$ cat src/als_pkg.sv
`default_nettype none
package als_pkg;

  localparam int VW      = 64;
  localparam int MAX_EXP = 63;
  localparam int FW      = 64;
  localparam int EW      = 6;
  localparam int LW      = $clog2(VW);
  localparam int SW      = ((LW > EW) ? LW : EW) + 3;
  localparam int HW      = (VW + 1) / 2;
  localparam int CW      = $clog2(VW);

  typedef struct packed {
    logic          big;
    logic [VW-1:0] v;
  } sv_t;

  typedef enum logic [2:0] {
    SEL_E1, SEL_A, SEL_B, SEL_C, SEL_D
  } sel_t;

  typedef enum logic [1:0] {
    RES_NONE, RES_E1, RES_MID
  } res_t;

  typedef struct packed {
    logic load;
    logic lg_step;
    logic div_start;
    logic div_store;
    sel_t div_sel;
    logic bounds;
    logic eval_init;
    logic mul_start;
    logic mul_fin;
    logic iter_upd;
    logic sum;
    logic cmp_upd;
    logic finish;
    res_t res_sel;
  } cmd_t;

  typedef struct packed {
    logic trivial;
    logic is_e1;
    logic e1_ok;
    logic single;
    logic lg_done;
    logic div_busy;
    logic mul_busy;
    logic range_empty;
    logic iter_last;
    logic hit;
    logic stop;
    logic out_busy;
  } sts_t;

  // saturating add, any overflow counts as big
  function automatic sv_t sat_add(input sv_t a, input sv_t b);
    logic [VW:0] t;
    sv_t         r;
    t = {1'b0, a.v} + {1'b0, b.v};
    if (a.big || b.big || t[VW]) begin
      r.big = 1'b1;
      r.v   = '1;
    end else begin
      r.big = 1'b0;
      r.v   = t[VW-1:0];
    end
    return r;
  endfunction

  // 2^l - 1, all ones once l reaches the value width
  function automatic logic [VW-1:0] rfl(input logic [SW-1:0] l);
    logic [VW-1:0] r;
    if (l >= SW'(VW)) begin
      r = '1;
    end else begin
      r = (VW'(1) << l) - VW'(1);
    end
    return r;
  endfunction

endpackage
`default_nettype wire

$ cat src/als_ctrl.sv
`default_nettype none
module als_ctrl (
  input  wire logic          clk,
  input  wire logic          rst,
  input  wire logic          in_valid,
  output logic               in_ready,
  input  wire als_pkg::sts_t sts,
  output als_pkg::cmd_t      cmd
);

  typedef enum logic [15:0] {
    S_IDLE      = 16'h0001,
    S_CHECK     = 16'h0002,
    S_E1_WAIT   = 16'h0004,
    S_LG        = 16'h0008,
    S_DIV       = 16'h0010,
    S_DIV_WAIT  = 16'h0020,
    S_BOUNDS    = 16'h0040,
    S_RANGE     = 16'h0080,
    S_MUL       = 16'h0100,
    S_MUL_WAIT  = 16'h0200,
    S_ITER      = 16'h0400,
    S_FMUL      = 16'h0800,
    S_FMUL_WAIT = 16'h1000,
    S_SUM       = 16'h2000,
    S_CMP       = 16'h4000,
    S_FIN       = 16'h8000
  } state_t;

  state_t         state, state_next;
  als_pkg::sel_t  sel, sel_next;
  als_pkg::res_t  res, res_next;

  always_ff @(posedge clk) begin
    if (rst) begin
      state <= S_IDLE;
      sel   <= als_pkg::SEL_A;
      res   <= als_pkg::RES_NONE;
    end else begin
      state <= state_next;
      sel   <= sel_next;
      res   <= res_next;
    end
  end

  assign in_ready = (state == S_IDLE);

  always_comb begin
    state_next  = state;
    sel_next    = sel;
    res_next    = res;
    cmd         = '0;
    cmd.div_sel = sel;
    cmd.res_sel = res;
    unique case (state)
      S_IDLE: begin
        if (in_valid) begin
          cmd.load   = 1'b1;
          state_next = S_CHECK;
        end
      end
      S_CHECK: begin
        res_next = als_pkg::RES_NONE;
        if (sts.trivial) begin
          state_next = S_FIN;
        end else if (sts.is_e1) begin
          if (sts.e1_ok) begin
            cmd.div_sel   = als_pkg::SEL_E1;
            cmd.div_start = 1'b1;
            state_next    = S_E1_WAIT;
          end else begin
            state_next = S_FIN;
          end
        end else begin
          state_next = S_LG;
        end
      end
      S_E1_WAIT: begin
        if (!sts.div_busy) begin
          res_next   = als_pkg::RES_E1;
          state_next = S_FIN;
        end
      end
      S_LG: begin
        cmd.lg_step = 1'b1;
        if (sts.lg_done) begin
          sel_next   = als_pkg::SEL_A;
          state_next = S_DIV;
        end
      end
      S_DIV: begin
        cmd.div_start = 1'b1;
        state_next    = S_DIV_WAIT;
      end
      S_DIV_WAIT: begin
        if (!sts.div_busy) begin
          cmd.div_store = 1'b1;
          state_next    = S_DIV;
          unique case (sel)
            als_pkg::SEL_A: sel_next = als_pkg::SEL_B;
            als_pkg::SEL_B: sel_next = als_pkg::SEL_C;
            als_pkg::SEL_C: sel_next = als_pkg::SEL_D;
            default:        state_next = S_BOUNDS;
          endcase
        end
      end
      S_BOUNDS: begin
        cmd.bounds = 1'b1;
        state_next = S_RANGE;
      end
      S_RANGE: begin
        if (sts.range_empty) begin
          res_next   = als_pkg::RES_NONE;
          state_next = S_FIN;
        end else begin
          cmd.eval_init = 1'b1;
          state_next    = S_MUL;
        end
      end
      S_MUL: begin
        cmd.mul_start = 1'b1;
        state_next    = S_MUL_WAIT;
      end
      S_MUL_WAIT: begin
        if (!sts.mul_busy) begin
          state_next = S_ITER;
        end
      end
      S_ITER: begin
        cmd.iter_upd = 1'b1;
        if (sts.iter_last) begin
          state_next = sts.single ? S_CMP : S_FMUL;
        end else begin
          state_next = S_MUL;
        end
      end
      S_FMUL: begin
        cmd.mul_start = 1'b1;
        cmd.mul_fin   = 1'b1;
        state_next    = S_FMUL_WAIT;
      end
      S_FMUL_WAIT: begin
        if (!sts.mul_busy) begin
          state_next = S_SUM;
        end
      end
      S_SUM: begin
        cmd.sum    = 1'b1;
        state_next = S_CMP;
      end
      S_CMP: begin
        if (sts.hit) begin
          res_next   = als_pkg::RES_MID;
          state_next = S_FIN;
        end else if (sts.stop) begin
          res_next   = als_pkg::RES_NONE;
          state_next = S_FIN;
        end else begin
          cmd.cmp_upd = 1'b1;
          state_next  = S_RANGE;
        end
      end
      S_FIN: begin
        // wait for the output register to be free
        if (!sts.out_busy) begin
          cmd.finish = 1'b1;
          state_next = S_IDLE;
        end
      end
      default: state_next = S_IDLE;
    endcase
  end

endmodule
`default_nettype wire
$ cat config.mk
export PLATFORM = sky130hd
export DESIGN_NAME = als_ctrl
export DESIGN_NICKNAME = d
export VERILOG_FILES = /design/src/als_pkg.sv /design/src/als_ctrl.sv
export SDC_FILE = /design/constraint.sdc
export NUM_CORES = 1
export LEC_CHECK = 0
export ABC_AREA = 1
export BUFFER_PORTS_ARGS = -buffer_cell sky130_fd_sc_hd__buf_2
export CORE_MARGIN = 10
export CORE_UTILIZATION = 50
export DETAILED_ROUTE_END_ITERATION = 16
export GPL_TIMING_DRIVEN = 0
export PLACE_DENSITY = 0.78
export SKIP_LAST_GASP = 1
export SLEW_MARGIN = 20
export SYNTH_ARGS = -nofsm -noshare
export SYNTH_HDL_FRONTEND = slang
export SYNTH_SLANG_ARGS = --single-unit
$ cat constraint.sdc
create_clock -name clk -period 2.6 [get_ports clk]
set_input_delay 0.13 -clock clk [delete_from_list [all_inputs] [get_ports clk]]
set_output_delay 0.13 -clock clk [all_outputs]
set_load 0.02 [all_outputs]
==> results.py <==
metrics = {
    "status": {
        "status": "finished, final reports clean",
    },
    "placement": {
        "dpl.hpwl_um": 3415,
        "dpl_worst_slack_ns": 1.018,
        "port_buffers": 32,
        "place_congestion": 0.9517,
    },
    "die": {
        "die_w_um": 77.91,
        "ios": 33,
        "row_count": 20,
        "initial_utilization_pct": 53.60,
        "die_y_um": 77.91,
        "dieArea_um2": 6069,
        "coreArea_um2": 3128,
    },
    "grt": {
        "grt-ovfl-total": 0,
        "track_usage_pct": 13.72,
        "grt_pass1_vias": 1614,
        "antenna_found_initial": 0,
        "grt_pass1_wl_um": 7024,
        "grt_max_degree": 12,
    },
    "cts": {
        "htree_levels": 1,
        "cts_buffer_depth": 2,
        "insertion_delay_ns": 0.32,
        "post_cts_resized": 0,
        "numCtsBuffers": 3,
        "cts_tree": "yes",
        "root_buffer": "clkbuf_4",
        "path_clk_slew_ns": 0.12,
        "cts_sinks": 21,
    },
    "synth": {
        "ys.warnings.count": 0,
        "synthAdderAreaFrac_pct": 0,
        "synth_cell_types": 27,
        "synth_xor_area_share_pct": 0,
        "synth_compound_area_share_pct": 7.910,
        "synth_fp_nets": 277,
        "synth_top_family_by_area": "simple AND/OR/NAND/NOR gates",
        "synth_seq_cells": 21,
        "synth.cell_area_um2": 1677,
        "postSynthAreaPerCell_um2": 6.399,
        "synth_mux_area_share_pct": 0,
        "synthSimpleGateAreaFrac_pct": 52.84,
        "seq_area_frac_synth_pct": 25.07,
        "synth_cells": 262,
    },
    "worst_setup_path": {
        "critical_path_class": "reg -> out",
        "crit_end": "cmd[11]",
        "setup.worst_path.start": "state[12]",
        "r2r_start": "state[12]",
        "cp-start-kind": "register",
        "end_kind": "primary output",
        "cp_max_fo": 5,
        "arrival_ns": 1.86,
        "worstPathRequired_ns": 2.47,
        "r2r_slack_ns": 1.01,
        "r2r-end": "state[13]",
        "r2r_cells": 11,
    },
    "finish": {
        "syn_to_final_growth_pct": 15.00,
        "fin_nets": 315,
        "final_cell_mix": "inv_1, nand2_1, nor2_1",
        "seq_area_um2": 420.4,
        "fillers": 312,
        "antennaDiodeCount": 0,
        "drive_above_1_share_pct": 28.43,
        "multi_input_area_um2": 1018,
    },
    "timing": {
        "slew_viol_final": 0,
        "period_needed_ns": 1.986,
        "slew_headroom_pct": 64.40,
        "fmax_mhz": 503.6,
        "skew_ns": 0.009144,
        "fin_ws_ns": 0.6142,
        "setup_viol": 0,
        "period_share_pct": 76.38,
        "grt_setup_unrepaired": "false",
        "setup_tns_ns": 0,
        "fin_hold_ws_ns": 0.03746,
        "finalHoldViolCount": 0,
        "worstMarginPinSlew_ns": 0.5341,
    },
    "power_and_ir_drop": {
        "p_leak_nw": 1.071,
        "peakVddDrop_uv": 216.8,
        "finalPower_w": 0.0007379,
        "p_per_area_nw_per_um2": 382.7,
    },
    "drt": {
        "dr_total_vias": 1682,
        "firstDrtPassIters": 5,
        "drtIter0Drc": 156,
        "viasPerCell": 4.904,
        "avgRoutedWirePerCell_um": 12.06,
        "drt-total-wl_um": 4137,
        "antenna_left": 0,
        "drcViolationCount": 0,
    },
    "worst_hold_path": {
        "hp-start": "rst",
        "hold_path.class": "in -> reg",
    },
    "job": {
        "drv_cap": 0,
    },
}
[area by class of cell]
type / instances / share of cell area (%)
multi-input cells: 185 / 52.82
repair buffers: 33 / 8.825
well taps: 44 / 2.855
plain buffers: 4 / 2.206
clock buffers: 4 / 1.363
flip-flops and latches: 21 / 21.80
inverters: 52 / 10.12
[sequential cells by signal (all words and copies together) (netlist names)]
| register | count |
|---|---|
| state | 16 |
| sel | 3 |
| res | 2 |
[synthesized netlist by cell type, drive strengths merged]
cell	number	area (um2)
nand4	3	18.77
nand3b	2	15.01
o21ai	8	51.30
a21oi	11	62.56
clkbuf	1	3.750
nand3	34	225.2
o211ai	1	12.51
or2	1	6.260
nor2	56	277.8
buf	3	38.79
nor3b	1	7.510
nand2	62	310.3
inv	52	195.2
a31oi	1	6.260
dfxtp	21	420.4
nor3	5	25.02
[worst min-delay path by stage]
stage	slack (ns)	endpoint	cells past startpoint
floorplan	0.20	state[5]	1
global placement	0.31	state[11]	2
detailed placement	0.31	state[11]	2
CTS	0.04	state[11]	2
global route	0.04	state[5]	2
finish	0.04	state[11]	2
[power by group]
part / total [W] / internal [W] / switching (W) / leakage (nW)
Sequential: 0.000342 / 0.000333 / 0.00000862 / 0.170
Clock: 0.000164 / 0.0000601 / 0.000104 / 0.0150
Combinational: 0.000232 / 0.0000769 / 0.000155 / 0.887
[stage by stage]
stage,util [%],instances,cell area [um2]
6_report,61.64,343,1928
5_1_grt,61.64,343,1928
4_1_cts,61.64,343,1928
3_5_place_dp,60.48,338,1892
3_3_place_gp,60.48,338,1892
2_1_floorplan,-,262,1677
[logic make-up after synthesis]
logic type | count (synthesis)
simple gates | 164
buf+inv | 56
flops | 21
compound gates | 21
[per-layer routing]
layer,share of wire [%],track usage (%)
met1,48,18.25
met4,1.3,3.943
met3,8.0,4.263
met5,0,0
met2,42,20.73
[critical path, cell delays in order, from the launching register on]
cell     delay [ns]
dfxtp_1        0.35
nor2_2         0.23
nand2_4        0.11
inv_1          0.10
nand2_1        0.08
nor2_1         0.13
nand3_1        0.18
inv_1          0.14
nor2_1         0.05
buf_2          0.15
[repair_timing]
item | 4_1_cts | 5_1_grt
setup endpoints to repair | 0 | 0
hold buffers | 1 | 0
setup buffers | 0 | 0
hold endpoints to repair | 1 | 0
No activity file was read; power rests on OpenSTA's default activity.
